===== config.mk =====
export PLATFORM = sky130hd
export DESIGN_NAME = table_waveform_generator_core
export DESIGN_NICKNAME = d
export VERILOG_FILES = /design/src/hdl/tw_pkg.sv /design/src/hdl/tw_ram.sv /design/src/hdl/tw_div.sv /design/src/hdl/table_waveform_generator_core.sv
export SDC_FILE = /design/constraint.sdc
export NUM_CORES = 1
export LEC_CHECK = 0
export BUFFER_PORTS_ARGS = -buffer_cell sky130_fd_sc_hd__buf_2
export CAP_MARGIN = 20
export CELL_PAD_IN_SITES_DETAIL_PLACEMENT = 0
export CELL_PAD_IN_SITES_GLOBAL_PLACEMENT = 1
export CORE_MARGIN = 5
export CORE_UTILIZATION = 45
export CTS_BUF_LIST = sky130_fd_sc_hd__clkbuf_4
export DETAILED_ROUTE_END_ITERATION = 8
export GPL_TIMING_DRIVEN = 0
export PLACE_DENSITY_LB_ADDON = 0.1
export SYNTH_ARGS = -nofsm -noshare
export SYNTH_HDL_FRONTEND = slang
export SYNTH_SLANG_ARGS = --single-unit

===== constraint.sdc =====
create_clock -name i_clk -period 16.45 [get_ports i_clk]
set_input_delay 3.29 -clock i_clk [delete_from_list [all_inputs] [get_ports i_clk]]
set_output_delay 3.29 -clock i_clk [all_outputs]
set_load 0.05 [all_outputs]

===== src/hdl/tw_pkg.sv =====
package tw_pkg;

    localparam int SAMPLES     = 128;
    localparam int CODE_W      = 12;
    localparam int PH_W        = $clog2(SAMPLES);
    localparam int CNT_W       = 16;
    localparam int DUTY_W      = 7;
    localparam int WT_W        = 2;
    localparam int CFG_IDX_W   = 3;
    localparam int CFG_DATA_W  = 16;
    localparam int SINE_W      = 15;
    localparam int ATT_W       = CODE_W - 1;
    localparam int SPROD_W     = ATT_W + SINE_W;
    localparam int A_W         = $clog2(SAMPLES + 1);
    localparam int MAX_M       = ((1 << DUTY_W) - 1) * SAMPLES / 100;
    localparam int M_W         = $clog2(MAX_M + 1);
    localparam int NUM_W       = CODE_W + PH_W;
    localparam int QCNT_W      = $clog2(NUM_W + 1);
    localparam int STATE_DEPTH = 2;
    localparam int STATE_AW    = $clog2(STATE_DEPTH);
    localparam logic [CODE_W-1:0] CODE_MAX = CODE_W'((1 << CODE_W) - 1);

    localparam logic [CFG_IDX_W-1:0] REG_WAVE_TYPE    = CFG_IDX_W'(0);
    localparam logic [CFG_IDX_W-1:0] REG_BOTTOM_CODE  = CFG_IDX_W'(1);
    localparam logic [CFG_IDX_W-1:0] REG_TOP_CODE     = CFG_IDX_W'(2);
    localparam logic [CFG_IDX_W-1:0] REG_DUTY_PERCENT = CFG_IDX_W'(3);
    localparam logic [CFG_IDX_W-1:0] REG_CYCLE_LIMIT  = CFG_IDX_W'(4);

    typedef enum logic [WT_W-1:0] {
        WAVE_NONE     = 2'd0,
        WAVE_SINE     = 2'd1,
        WAVE_SQUARE   = 2'd2,
        WAVE_TRIANGLE = 2'd3
    } t_wave;

    typedef struct packed {
        logic              halted;
        logic [CODE_W-1:0] held_code;
        logic [CNT_W-1:0]  period_count;
        logic [PH_W-1:0]   phase_index;
    } t_state;

    localparam int STATE_W = $bits(t_state);

    typedef struct packed {
        logic             start;
        logic [NUM_W-1:0] num;
        logic [PH_W-1:0]  den;
    } t_div_req;

    typedef struct packed {
        logic             busy;
        logic [NUM_W-1:0] quot;
    } t_div_rsp;

    typedef logic [SINE_W-1:0] t_sine_rom [0:SAMPLES];
    typedef logic [M_W-1:0]    t_duty_rom [0:(1 << DUTY_W)-1];

    localparam longint unsigned Q30_ONE = 64'd1 << 30;

    function automatic logic [SINE_W-1:0] sine_mag(input int unsigned a);
        longint unsigned pi_q30;
        longint unsigned x;
        longint unsigned x2;
        longint unsigned t;
        longint unsigned s;
        pi_q30 = (64'd314159 << 30) / 64'd100000;
        x  = (longint'(a) * (pi_q30 / 64'd2)) / SAMPLES;
        x2 = (x * x) >> 30;
        t  = Q30_ONE;
        t  = Q30_ONE - (((x2 * t) >> 30) / 64'd110);
        t  = Q30_ONE - (((x2 * t) >> 30) / 64'd72);
        t  = Q30_ONE - (((x2 * t) >> 30) / 64'd42);
        t  = Q30_ONE - (((x2 * t) >> 30) / 64'd20);
        t  = Q30_ONE - (((x2 * t) >> 30) / 64'd6);
        s  = (x * t) >> 30;
        return SINE_W'((s * 64'd32767) >> 30);
    endfunction

    function automatic t_sine_rom build_sine_rom();
        t_sine_rom rom;
        for (int i = 0; i <= SAMPLES; i++) begin
            rom[i] = sine_mag(i);
        end
        return rom;
    endfunction

    function automatic t_duty_rom build_duty_rom();
        t_duty_rom rom;
        for (int i = 0; i < (1 << DUTY_W); i++) begin
            rom[i] = M_W'((i * SAMPLES) / 100);
        end
        return rom;
    endfunction

    localparam t_sine_rom SINE_ROM = build_sine_rom();
    localparam t_duty_rom DUTY_ROM = build_duty_rom();

endpackage


===== src/hdl/tw_ram.sv =====
module tw_ram #(
    parameter int WIDTH = 8,
    parameter int DEPTH = 2
) (
    input  logic                     i_clk,
    input  logic                     i_we,
    input  logic [$clog2(DEPTH)-1:0] i_waddr,
    input  logic [WIDTH-1:0]         i_wdata,
    input  logic                     i_re,
    input  logic [$clog2(DEPTH)-1:0] i_raddr,
    output logic [WIDTH-1:0]         o_rdata
);

    logic [WIDTH-1:0] r_mem [0:DEPTH-1];
    logic [WIDTH-1:0] r_rdata;

    always_ff @(posedge i_clk) begin
        if (i_we) begin
            r_mem[i_waddr] <= i_wdata;
        end
        if (i_re) begin
            r_rdata <= r_mem[i_raddr];
        end
    end

    assign o_rdata = r_rdata;

endmodule


===== src/hdl/tw_div.sv =====
module tw_div (
    input  logic              i_clk,
    input  logic              i_rst_n,
    input  tw_pkg::t_div_req  i_req,
    output tw_pkg::t_div_rsp  o_rsp
);

    logic                      r_busy;
    logic [tw_pkg::QCNT_W-1:0] r_cnt;
    logic [tw_pkg::PH_W-1:0]   r_rem;
    logic [tw_pkg::PH_W-1:0]   r_den;
    logic [tw_pkg::NUM_W-1:0]  r_quot;
    logic [tw_pkg::PH_W:0]     rem_sh;
    logic [tw_pkg::PH_W:0]     diff;
    logic                      ge;

    assign rem_sh = {r_rem, r_quot[tw_pkg::NUM_W-1]};
    assign ge     = rem_sh >= {1'b0, r_den};
    assign diff   = rem_sh - {1'b0, r_den};

    always_ff @(posedge i_clk) begin
        if (!i_rst_n) begin
            r_busy <= 1'b0;
            r_cnt  <= '0;
        end else if (i_req.start) begin
            r_busy <= 1'b1;
            r_cnt  <= tw_pkg::QCNT_W'(tw_pkg::NUM_W);
        end else if (r_busy) begin
            r_cnt <= r_cnt - tw_pkg::QCNT_W'(1);
            if (r_cnt == tw_pkg::QCNT_W'(1)) begin
                r_busy <= 1'b0;
            end
        end
    end

    // one quotient bit per cycle
    always_ff @(posedge i_clk) begin
        if (i_req.start) begin
            r_rem  <= '0;
            r_den  <= i_req.den;
            r_quot <= i_req.num;
        end else if (r_busy) begin
            r_rem  <= ge ? diff[tw_pkg::PH_W-1:0] : rem_sh[tw_pkg::PH_W-1:0];
            r_quot <= {r_quot[tw_pkg::NUM_W-2:0], ge};
        end
    end

    assign o_rsp.busy = r_busy;
    assign o_rsp.quot = r_quot;

endmodule


===== src/hdl/table_waveform_generator_core.sv =====
// Table waveform generator: one 12-bit DAC code per sample transaction.
// Input channel (i_in_valid / o_in_stall) carries i_restart; each accepted
// transaction yields exactly one result on the output channel
// (o_out_valid / i_out_stall) with o_sample_code, o_period_end, o_stopped.
// Configuration registers are written over i_cfg_valid / o_cfg_ready with
// i_cfg_index and i_cfg_data; o_cfg_ready is always high and writes belong
// to idle periods between transactions.
// Sequence: an accepted input moves the sequencer through S_READ (state memory
// read), S_CALC, S_DIV and S_FIN, and the result is then registered; the next
// input is taken only back in S_IDLE, so one transaction is finished before the
// next is accepted. The bit-serial divider for the triangle slope runs CODE_W +
// PH_W steps in S_DIV, with the state memory read and write-back around it.
// Reset is synchronous; afterwards state S_CLEAR clears the state memory entry,
// with o_in_stall high, before the first transaction is taken.
// While the receiver stalls, the result is held in the output register; one
// further transaction may be taken and computed, and it then waits until the
// held result has been delivered.
module table_waveform_generator_core (
    input  logic                          i_clk,
    input  logic                          i_rst_n,
    input  logic                          i_in_valid,
    output logic                          o_in_stall,
    input  logic                          i_restart,
    output logic                          o_out_valid,
    input  logic                          i_out_stall,
    output logic [tw_pkg::CODE_W-1:0]     o_sample_code,
    output logic                          o_period_end,
    output logic                          o_stopped,
    input  logic                          i_cfg_valid,
    output logic                          o_cfg_ready,
    input  logic [tw_pkg::CFG_IDX_W-1:0]  i_cfg_index,
    input  logic [tw_pkg::CFG_DATA_W-1:0] i_cfg_data
);

    typedef enum logic [5:0] {
        S_CLEAR = 6'b000001,
        S_IDLE  = 6'b000010,
        S_READ  = 6'b000100,
        S_CALC  = 6'b001000,
        S_DIV   = 6'b010000,
        S_FIN   = 6'b100000
    } t_fsm;

    t_fsm                           r_fsm;
    t_fsm                           n_fsm;

    tw_pkg::t_wave                  r_wave_type;
    logic [tw_pkg::CODE_W-1:0]      r_bottom;
    logic [tw_pkg::CODE_W-1:0]      r_top;
    logic [tw_pkg::DUTY_W-1:0]      r_duty;
    logic [tw_pkg::CNT_W-1:0]       r_limit;

    logic                           r_restart;
    tw_pkg::t_state                 r_st;
    tw_pkg::t_state                 n_st;
    tw_pkg::t_state                 rd_st;
    tw_pkg::t_state                 ld_st;
    tw_pkg::t_state                 wr_st;
    logic [tw_pkg::STATE_W-1:0]     ram_rdata;
    logic                           ram_we;
    logic                           in_acc;

    logic [tw_pkg::SPROD_W-1:0]     r_sprod;
    logic                           r_neg;
    logic                           r_rise;

    logic                           r_out_valid;
    logic [tw_pkg::CODE_W-1:0]      r_out_code;
    logic                           r_out_pend;
    logic                           r_out_stopped;
    logic                           out_free;

    logic [tw_pkg::CODE_W-1:0]      top_eff;
    logic [tw_pkg::CODE_W-1:0]      span;
    logic [tw_pkg::CODE_W-1:0]      mid;
    logic [tw_pkg::ATT_W-1:0]       att;
    logic [tw_pkg::M_W-1:0]         m_raw;
    logic [tw_pkg::PH_W-1:0]        m_tri;
    logic [tw_pkg::PH_W+2:0]        a4;
    logic [tw_pkg::PH_W+2:0]        a_fold;
    logic                           a_neg;
    logic [tw_pkg::ATT_W-1:0]       mag;
    logic [tw_pkg::CODE_W-1:0]      code;
    logic                           pend;
    logic [tw_pkg::CNT_W-1:0]       cnt_inc;

    tw_pkg::t_div_req               div_req;
    tw_pkg::t_div_rsp               div_rsp;

    // configuration registers
    always_ff @(posedge i_clk) begin
        if (!i_rst_n) begin
            r_wave_type <= tw_pkg::WAVE_NONE;
            r_bottom    <= '0;
            r_top       <= '0;
            r_duty      <= tw_pkg::DUTY_W'(50);
            r_limit     <= '0;
        end else if (i_cfg_valid) begin
            unique case (i_cfg_index)
                tw_pkg::REG_WAVE_TYPE: begin
                    r_wave_type <= tw_pkg::t_wave'(i_cfg_data[tw_pkg::WT_W-1:0]);
                end
                tw_pkg::REG_BOTTOM_CODE: begin
                    r_bottom <= i_cfg_data[tw_pkg::CODE_W-1:0];
                end
                tw_pkg::REG_TOP_CODE: begin
                    r_top <= i_cfg_data[tw_pkg::CODE_W-1:0];
                end
                tw_pkg::REG_DUTY_PERCENT: begin
                    r_duty <= i_cfg_data[tw_pkg::DUTY_W-1:0];
                end
                tw_pkg::REG_CYCLE_LIMIT: begin
                    r_limit <= i_cfg_data[tw_pkg::CNT_W-1:0];
                end
                default: begin
                end
            endcase
        end
    end

    assign o_cfg_ready = 1'b1;

    // state memory
    assign in_acc = i_in_valid && !o_in_stall;
    assign ram_we = (r_fsm == S_CLEAR) || ((r_fsm == S_FIN) && out_free);
    assign wr_st  = (r_fsm == S_CLEAR) ? '0 : n_st;
    assign rd_st  = tw_pkg::t_state'(ram_rdata);

    tw_ram #(
        .WIDTH (tw_pkg::STATE_W),
        .DEPTH (tw_pkg::STATE_DEPTH)
    ) u_state_ram (
        .i_clk   (i_clk),
        .i_we    (ram_we),
        .i_waddr (tw_pkg::STATE_AW'(0)),
        .i_wdata (wr_st),
        .i_re    (in_acc),
        .i_raddr (tw_pkg::STATE_AW'(0)),
        .o_rdata (ram_rdata)
    );

    // restart clears the counters and the halted flag but keeps the held code
    always_comb begin
        ld_st = rd_st;
        if (r_restart) begin
            ld_st.phase_index  = '0;
            ld_st.period_count = '0;
            ld_st.halted       = 1'b0;
        end
    end

    // level and shape terms
    assign top_eff = (r_top < r_bottom) ? r_bottom : r_top;
    assign span    = top_eff - r_bottom;
    assign mid     = tw_pkg::CODE_W'(({1'b0, r_bottom} + {1'b0, top_eff}) >> 1);
    assign att     = span[tw_pkg::CODE_W-1:1];
    assign m_raw   = tw_pkg::DUTY_ROM[r_duty];

    always_comb begin
        if (m_raw == '0) begin
            m_tri = tw_pkg::PH_W'(1);
        end else if (m_raw > tw_pkg::M_W'(tw_pkg::SAMPLES - 1)) begin
            m_tri = tw_pkg::PH_W'(tw_pkg::SAMPLES - 1);
        end else begin
            m_tri = m_raw[tw_pkg::PH_W-1:0];
        end
    end

    // sine angle folding
    always_comb begin
        a4    = {1'b0, r_st.phase_index, 2'b00};
        a_neg = a4 >= (tw_pkg::PH_W+3)'(2 * tw_pkg::SAMPLES);
        a_fold = a_neg ? a4 - (tw_pkg::PH_W+3)'(2 * tw_pkg::SAMPLES) : a4;
        if (a_fold > (tw_pkg::PH_W+3)'(tw_pkg::SAMPLES)) begin
            a_fold = (tw_pkg::PH_W+3)'(2 * tw_pkg::SAMPLES) - a_fold;
        end
    end

    // triangle slope numerator and divisor
    always_comb begin
        div_req.start = (r_fsm == S_CALC);
        if (r_st.phase_index < m_tri) begin
            div_req.num = tw_pkg::NUM_W'(span) * tw_pkg::NUM_W'(r_st.phase_index);
            div_req.den = m_tri;
        end else begin
            div_req.num = tw_pkg::NUM_W'(span)
                        * tw_pkg::NUM_W'(r_st.phase_index - m_tri);
            div_req.den = tw_pkg::PH_W'(tw_pkg::SAMPLES) - m_tri;
        end
    end

    tw_div u_div (
        .i_clk   (i_clk),
        .i_rst_n (i_rst_n),
        .i_req   (div_req),
        .o_rsp   (div_rsp)
    );

    // code and state update
    assign mag = r_sprod[tw_pkg::SPROD_W-1:tw_pkg::SINE_W];

    always_comb begin
        case (r_wave_type)
            tw_pkg::WAVE_SINE: begin
                code = r_neg ? mid - tw_pkg::CODE_W'(mag) : mid + tw_pkg::CODE_W'(mag);
            end
            tw_pkg::WAVE_SQUARE: begin
                code = (tw_pkg::M_W'(r_st.phase_index) < m_raw) ? top_eff : r_bottom;
            end
            tw_pkg::WAVE_TRIANGLE: begin
                code = r_rise ? r_bottom + div_rsp.quot[tw_pkg::CODE_W-1:0]
                              : top_eff - div_rsp.quot[tw_pkg::CODE_W-1:0];
            end
            default: begin
                code = tw_pkg::CODE_MAX;
            end
        endcase
    end

    assign cnt_inc = (r_st.period_count == '1) ? r_st.period_count
                                               : r_st.period_count + tw_pkg::CNT_W'(1);

    always_comb begin
        n_st = r_st;
        pend = 1'b0;
        if (!r_st.halted) begin
            n_st.held_code = code;
            if (r_st.phase_index == tw_pkg::PH_W'(tw_pkg::SAMPLES - 1)) begin
                pend = 1'b1;
                n_st.phase_index = '0;
                if (r_limit != '0) begin
                    n_st.period_count = cnt_inc;
                    n_st.halted       = cnt_inc >= r_limit;
                end
            end else begin
                n_st.phase_index = r_st.phase_index + tw_pkg::PH_W'(1);
            end
        end
    end

    // sequencer
    assign out_free   = !r_out_valid || !i_out_stall;
    assign o_in_stall = (r_fsm != S_IDLE);

    always_comb begin
        n_fsm = r_fsm;
        unique case (r_fsm)
            S_CLEAR: n_fsm = S_IDLE;
            S_IDLE:  n_fsm = in_acc ? S_READ : S_IDLE;
            S_READ:  n_fsm = S_CALC;
            S_CALC:  n_fsm = S_DIV;
            S_DIV:   n_fsm = div_rsp.busy ? S_DIV : S_FIN;
            S_FIN:   n_fsm = out_free ? S_IDLE : S_FIN;
            default: n_fsm = S_CLEAR;
        endcase
    end

    always_ff @(posedge i_clk) begin
        if (!i_rst_n) begin
            r_fsm <= S_CLEAR;
        end else begin
            r_fsm <= n_fsm;
        end
    end

    always_ff @(posedge i_clk) begin
        if (in_acc) begin
            r_restart <= i_restart;
        end
        if (r_fsm == S_READ) begin
            r_st <= ld_st;
        end
        if (r_fsm == S_CALC) begin
            r_sprod <= tw_pkg::SPROD_W'(att)
                     * tw_pkg::SPROD_W'(tw_pkg::SINE_ROM[a_fold[tw_pkg::A_W-1:0]]);
            r_neg   <= a_neg;
            r_rise  <= r_st.phase_index < m_tri;
        end
    end

    // output register
    always_ff @(posedge i_clk) begin
        if (!i_rst_n) begin
            r_out_valid <= 1'b0;
        end else if ((r_fsm == S_FIN) && out_free) begin
            r_out_valid <= 1'b1;
        end else if (r_out_valid && !i_out_stall) begin
            r_out_valid <= 1'b0;
        end
    end

    always_ff @(posedge i_clk) begin
        if ((r_fsm == S_FIN) && out_free) begin
            r_out_code    <= r_st.halted ? r_st.held_code : code;
            r_out_pend    <= pend;
            r_out_stopped <= n_st.halted;
        end
    end

    assign o_out_valid   = r_out_valid;
    assign o_sample_code = r_out_code;
    assign o_period_end  = r_out_pend;
    assign o_stopped     = r_out_stopped;

endmodule


Word-level counts from Yosys, hierarchy flattened
Memories as Yosys holds them, arrays and structs flattened. A register that Yosys moved wholly into a read port is not among the register bits.
Cells that the tools add are included.
{ "totals": {"mem_count": 3, "input_bits": 25, "elab_cells": 133, "register_bits": 174, "rom_bits": 4864, "ram_bits": 72} }
{ "memory_table": {"columns": ["name", "depth", "word_bits", "rd", "rd_ports_with_merged_regs", "wr", "line", "source"], "rows": [
  ["(no name shown)", 256, 15, 1, 0, 0, "table_waveform_generator_core.sv:275", "* tw_pkg::SPROD_W'(tw_pkg::SINE_ROM[a_fold[tw_pkg::A_W-1:0]]);"],
  ["(no name shown)", 128, 8, 1, 0, 0, "table_waveform_generator_core.sv:157", "assign m_raw = tw_pkg::DUTY_ROM[r_duty];"],
  ["u_state_ram.r_mem", 2, 36, 1, 1, 1, "tw_ram.sv:14", "logic [WIDTH-1:0] r_mem [0:DEPTH-1];"]
]} }
{ "op_classes": {"n_lt_le_gt_ge": 10, "n_addsub": 14, "multipliers": 3, "n_reduce_logical": 19, "muxes": 40, "eq_ne": 17, "n_bitwise": 3} }
{ "ops": {"columns": ["op", "count"], "rows": [
  ["$mux W36", 2],
  ["$mux W12", 5],
  ["$mux W16", 3],
  ["$mux W19", 2],
  ["$pmux W12 S3", 1],
  ["$pmux W6 S6", 1],
  ["$mux W15", 2],
  ["$mux W7", 4],
  ["$mul A11 B15 Y26", 1],
  ["$mux W26", 1],
  ["$mux W8", 3],
  ["$sub A12 B12 Y12", 2],
  ["$mul A12 B7 Y19", 1],
  ["$mul A13 B8 Y19", 1],
  ["$ge A9 B9 Y1 const B", 2],
  ["$add A16 B1 Y16 const B", 1],
  ["$eq A16 B16 Y1 const B", 1],
  ["$ge A16 B16 Y1", 1],
  ["$reduce_bool A16 Y1", 1],
  ["$add A12 B12 Y13", 1],
  ["$add A12 B11 Y12", 1],
  ["$add A12 B12 Y12", 1],
  ["$lt A12 B12 Y1", 1],
  ["$mux W6", 2],
  ["43 further kinds", 65]
]} }

Longest topological paths before layout
{ "logic_depth": {"ltp_word": 11, "mapped_depth": 40, "mapped_depth_nobuf": 39} }

Modules after synthesis
From an unflattened synthesis, not the netlist that was laid out.
{ "hier_totals": {"hier_cells": 3153, "area_unflattened_um2": 28349.7} }
{ "by_module_without_submodules": {"columns": ["mod", "n_inst", "cells_per_inst", "area_each_um2"], "rows": [
  ["table_waveform_generator_core", 1, 2820, 22376.5],
  ["tw_ram", 1, 150, 3844.9],
  ["tw_div", 1, 183, 2128.3]
]} }

Least setup slack after synthesis
Ideal clock, no wire load.
{ "synth_path": {"path_type": "register to register", "from": "register r_bottom[9] in the netlist's numbering", "to": "register r_sprod[25] in the netlist's numbering (data pin)", "path_stages_with_launch": 39, "n_path_buf": 3, "path_slack_ps": 7031, "setup_ps": 265, "arrival_ps": 9153, "path_cell_list": "dfxtp_1 > inv_1 > ha_1 > a211o_1 > or3_1 > a211oi_1 > o31a_1 > buf_2 > mux2_2 > ha_1 > buf_2 > nor2b_1 > o21ai_0 > a21boi_0 > o21ai_0 > a21boi_0 > o21a_1 > o21a_1 > [3 not listed] > fa_1 > inv_1 > fa_1 > fa_1 > fa_1 > inv_1 > fa_1 > inv_1 > ha_1 > a2111oi_0 > o21ai_0 > a22oi_1 > o21ai_0 > nor3_1 > o31a_2 > nor3_4 > o211a_1 > or3_1"} }
{ "synth_between": {"elab_chain_cells": 4} }
{ "synth_lines": {"columns": ["item", "line", "source"], "rows": [
  ["from (decl)", "table_waveform_generator_core.sv:48", "logic [tw_pkg::CODE_W-1:0] r_bottom;"],
  ["from (signal assigned)", "table_waveform_generator_core.sv:104", "r_bottom <= i_cfg_data[tw_pkg::CODE_W-1:0];"],
  ["$lt A12 B12 Y1", "table_waveform_generator_core.sv:153", "assign top_eff = (r_top < r_bottom) ? r_bottom : r_top;"],
  ["$mux W12", "table_waveform_generator_core.sv:153", null],
  ["$sub A12 B12 Y12 (*)", "table_waveform_generator_core.sv:154", "assign span = top_eff - r_bottom;"],
  ["$mul A11 B15 Y26 (*)", "table_waveform_generator_core.sv:275", null],
  ["to (signal assigned)", "table_waveform_generator_core.sv:274", "r_sprod <= tw_pkg::SPROD_W'(att)"],
  ["to (decl)", "table_waveform_generator_core.sv:63", "logic [tw_pkg::SPROD_W-1:0] r_sprod;"]
]} }
Mark *: on every way between the ends. The rest lies on a longest branch, timed or not.
A chain may end at the register's enable or synchronous reset.

Worst setup path in the final report
Same ends and word-level chain as after synthesis.

==> metrics.cfg <==
[drt]
first_pass_iters = 5
drtAntennaViolNets = 0
wl_per_cell_um = 20.9
via_count = 22400
vias_per_cell = 5.57
drt-initial-drc-count = 1576
wirelength_um = 83900
drc_errors = 0

[place]
hpwl_um = 67100
gp_congestion = 0.947
place_ws_ps = 4510
port_buffers = 39

[power_and_ir_drop]
pwr-share-seq_pct = 16.8
ir_drop_mv = 0.364
switching_share_pct = 50.2
p_comb_share_pct = 72.2
clock_power_share_pct = 11.0
leakage_uw = 0.0125
switchingPower_uw = 2330
intPower_uw = 2310
p_per_area_nw_per_um2 = 160

[clock_tree]
htreeDepth = 2
path_clk_slew_ps = 70
cts_buffers = 60
post_cts_resized = 0
cts_tree = built
cts_max_path_buffers = 3
clock_latency_ps = 810
cts_sinks = 231
root_buffer = clkbuf_4
post_cts_buffers = 0
hold_buffers = 0

[final_layout]
drive_gt1_share_pct = 7.06
regArea_um2 = 6250
multi_input_area_um2 = 18600
layout_common_cells = 384 x nand2_1, 371 x inv_1, 303 x nor2_1
fillers = 5844
final_common_cell = nand2_1
area_delta_synth_final_pct = 7.50
nets = 3723

[timing]
setup_viol = 0
rsz0062_at_grt = false
hold_viol_final = 0
min_period_over_period_pct = 72.9
tightestPinTransition_ps = 1130
max_freq_mhz = 83.4
min_period_ps = 11990
drv_slew = 0
fin_tns_setup_ps = 0
setup_ws_ps = 4460
skew_ps = 52.4
slew-limit-headroom_pct = 23.8

[global_routing]
grt_overflow = 0
grt_pass1_vias = 22800
antenna_found_initial = 5
grt_max_degree = 38
grtUsageTotal_pct = 26.0
grt_first_pass_wirelength_um = 131000

[setup_path]
critPathKind = flop to flop
critPathMaxFanout = 10
start_kind = flop
cp_slowest_cell = nor2_1
max_stage_delay_ps = 700
end_kind = flop
cp_data_arrival_time_ps = 12500
critPathRequiredTime_ps = 16960
crit_top_cell = fa_1

[die]
io_pins = 42
row_count = 89
die_width_um = 254
fp.dieH_um = 254
dieArea_um2 = 64700
coreArea_um2 = 59100
initial_utilization_pct = 45.5

[logic_synthesis]
ys_seq_area_share_pct = 23.2
synth_area_leaders = edfxtp_1 18%, fa_1 17%, ha_1 13%
syn_area_per_cell_um2 = 8.70
synthesis.instances = 3091
synth_top_cell_area_share_pct = 18.1
synth_top_cell_by_area = edfxtp_1
ys.flop_type = edfxtp_1
synthesis.nets = 3618
synth.cell_area_um2 = 26900
ys_seq_elements = 231
synth_warnings = 0
synth-edff-count = 162
ys_types = 94
async_flop_share_pct = 0

[job]
drv_cap = 0

[run_status]
status = finished, final reports clean

[worst_hold_path]
worst_hold_path_type = flop to flop

## worst max-delay path: cells and delay by family, from the launching register on
family | cells | cell delay, ps
fa+ha+maj | 8 | 3400
buf+inv | 7 | 1420
compound gates | 14 | 3680
mux | 1 | 410
simple gates | 8 | 2260
flops | 1 | 530
## flip-flops by register name (all words and copies together) (netlist names), 2 cells and up
name                 count
a4                       7
o_sample_code           12
r_bottom                12
r_duty                   7
r_fsm                    6
r_limit                 16
r_sprod                 11
r_st                    29
r_top                   12
r_wave_type              2
u_div.r_cnt              5
u_div.r_den              7
u_div.r_quot            19
u_div.r_rem              7
u_state_ram.o_rdata     36
u_state_ram.r_mem       36
## cell usage after synthesis (all sizes together) (35+ instances only)
library cell / count
xor2: 47
nand2b: 49
a211oi: 35
xnor2: 91
and2: 39
o211ai: 35
fa: 232
a21oi: 115
clkbuf: 113
nor2: 303
o21ai: 117
ha: 270
nor2b: 73
nor3: 67
nand3: 45
nand2: 385
edfxtp: 162
a21boi: 59
inv: 374
dfxtp: 69
## per-stage QoR
stage | power, uW | hold WS, ps | util [%] | instances | cell area [um2]
2_1_floorplan | 3150 | 400 | - | 3091 | 26900
3_3_place_gp | 4080 | 401 | 47.4 | 3903 | 28000
3_5_place_dp | 4140 | 405 | 47.6 | 3907 | 28100
4_1_cts | 4690 | 375 | 48.9 | 4018 | 28900
5_1_grt | 5130 | 401 | 48.9 | 4020 | 28900
6_report | 4630 | 383 | 48.9 | 4020 | 28900
## cells by family after synthesis
group | Yosys count | synth area share, %
buffers and inverters | 521 | 7.46
other | 1 | 0.0139
muxes | 56 | 2.32
adders and majority gates | 503 | 29.9
xor gates and xnor gates | 138 | 4.57
DFF | 231 | 23.2
AOI/OAI and AO/OA | 545 | 13.5
and+or+nand+nor | 1096 | 19.0
## path summary, 6_finish.rpt
path / slack (ps) / start / cells past startpoint / endpoint
setup / recovery: 4460 / r_bottom[9]$_SDFFE_PN0P_ / 38 / r_sprod[25]$_DFFE_PP_
hold / removal: 380 / u_state_ram.o_rdata[23]$_DFFE_PP_ / 0 / r_st[23]$_DFFE_PP_
setup reg to reg: 4460 / r_bottom[9]$_SDFFE_PN0P_ / 38 / r_sprod[25]$_DFFE_PP_
hold reg to reg: 380 / u_state_ram.o_rdata[23]$_DFFE_PP_ / 0 / r_st[23]$_DFFE_PP_
## layer usage
metal	share of wire (%)	GRT usage [%]	up-vias
met1	44	34.7	11000
met5	0	0	-
met2	48	44.0	616
met3	5.4	3.83	122
met4	3.1	7.95	0
li1	-	-	10600
## power by group through the flow
stage	Combinational, uW	Clock (uW)	Sequential (uW)
floorplan	2370	0	780
global placement	3290	0	787
detailed placement	3340	0	791
CTS	3390	526	778
global route	3800	554	784
finish	3340	509	778
## final cells by class
cell class                      instances  share of cell area (%)
Multi-Input combinational cell       2339                    64.5
Timing Repair Buffer                   43                   0.892
Antenna cell                            2                  0.0173
Clock inverter                         28                   0.515
Tap cell                              773                    3.35
Sequential cell                       231                    21.6
Inverter                              376                    4.88
Buffer                                145                    2.07
Clock buffer                           83                    2.16
(Power assumes the default switching activity.)
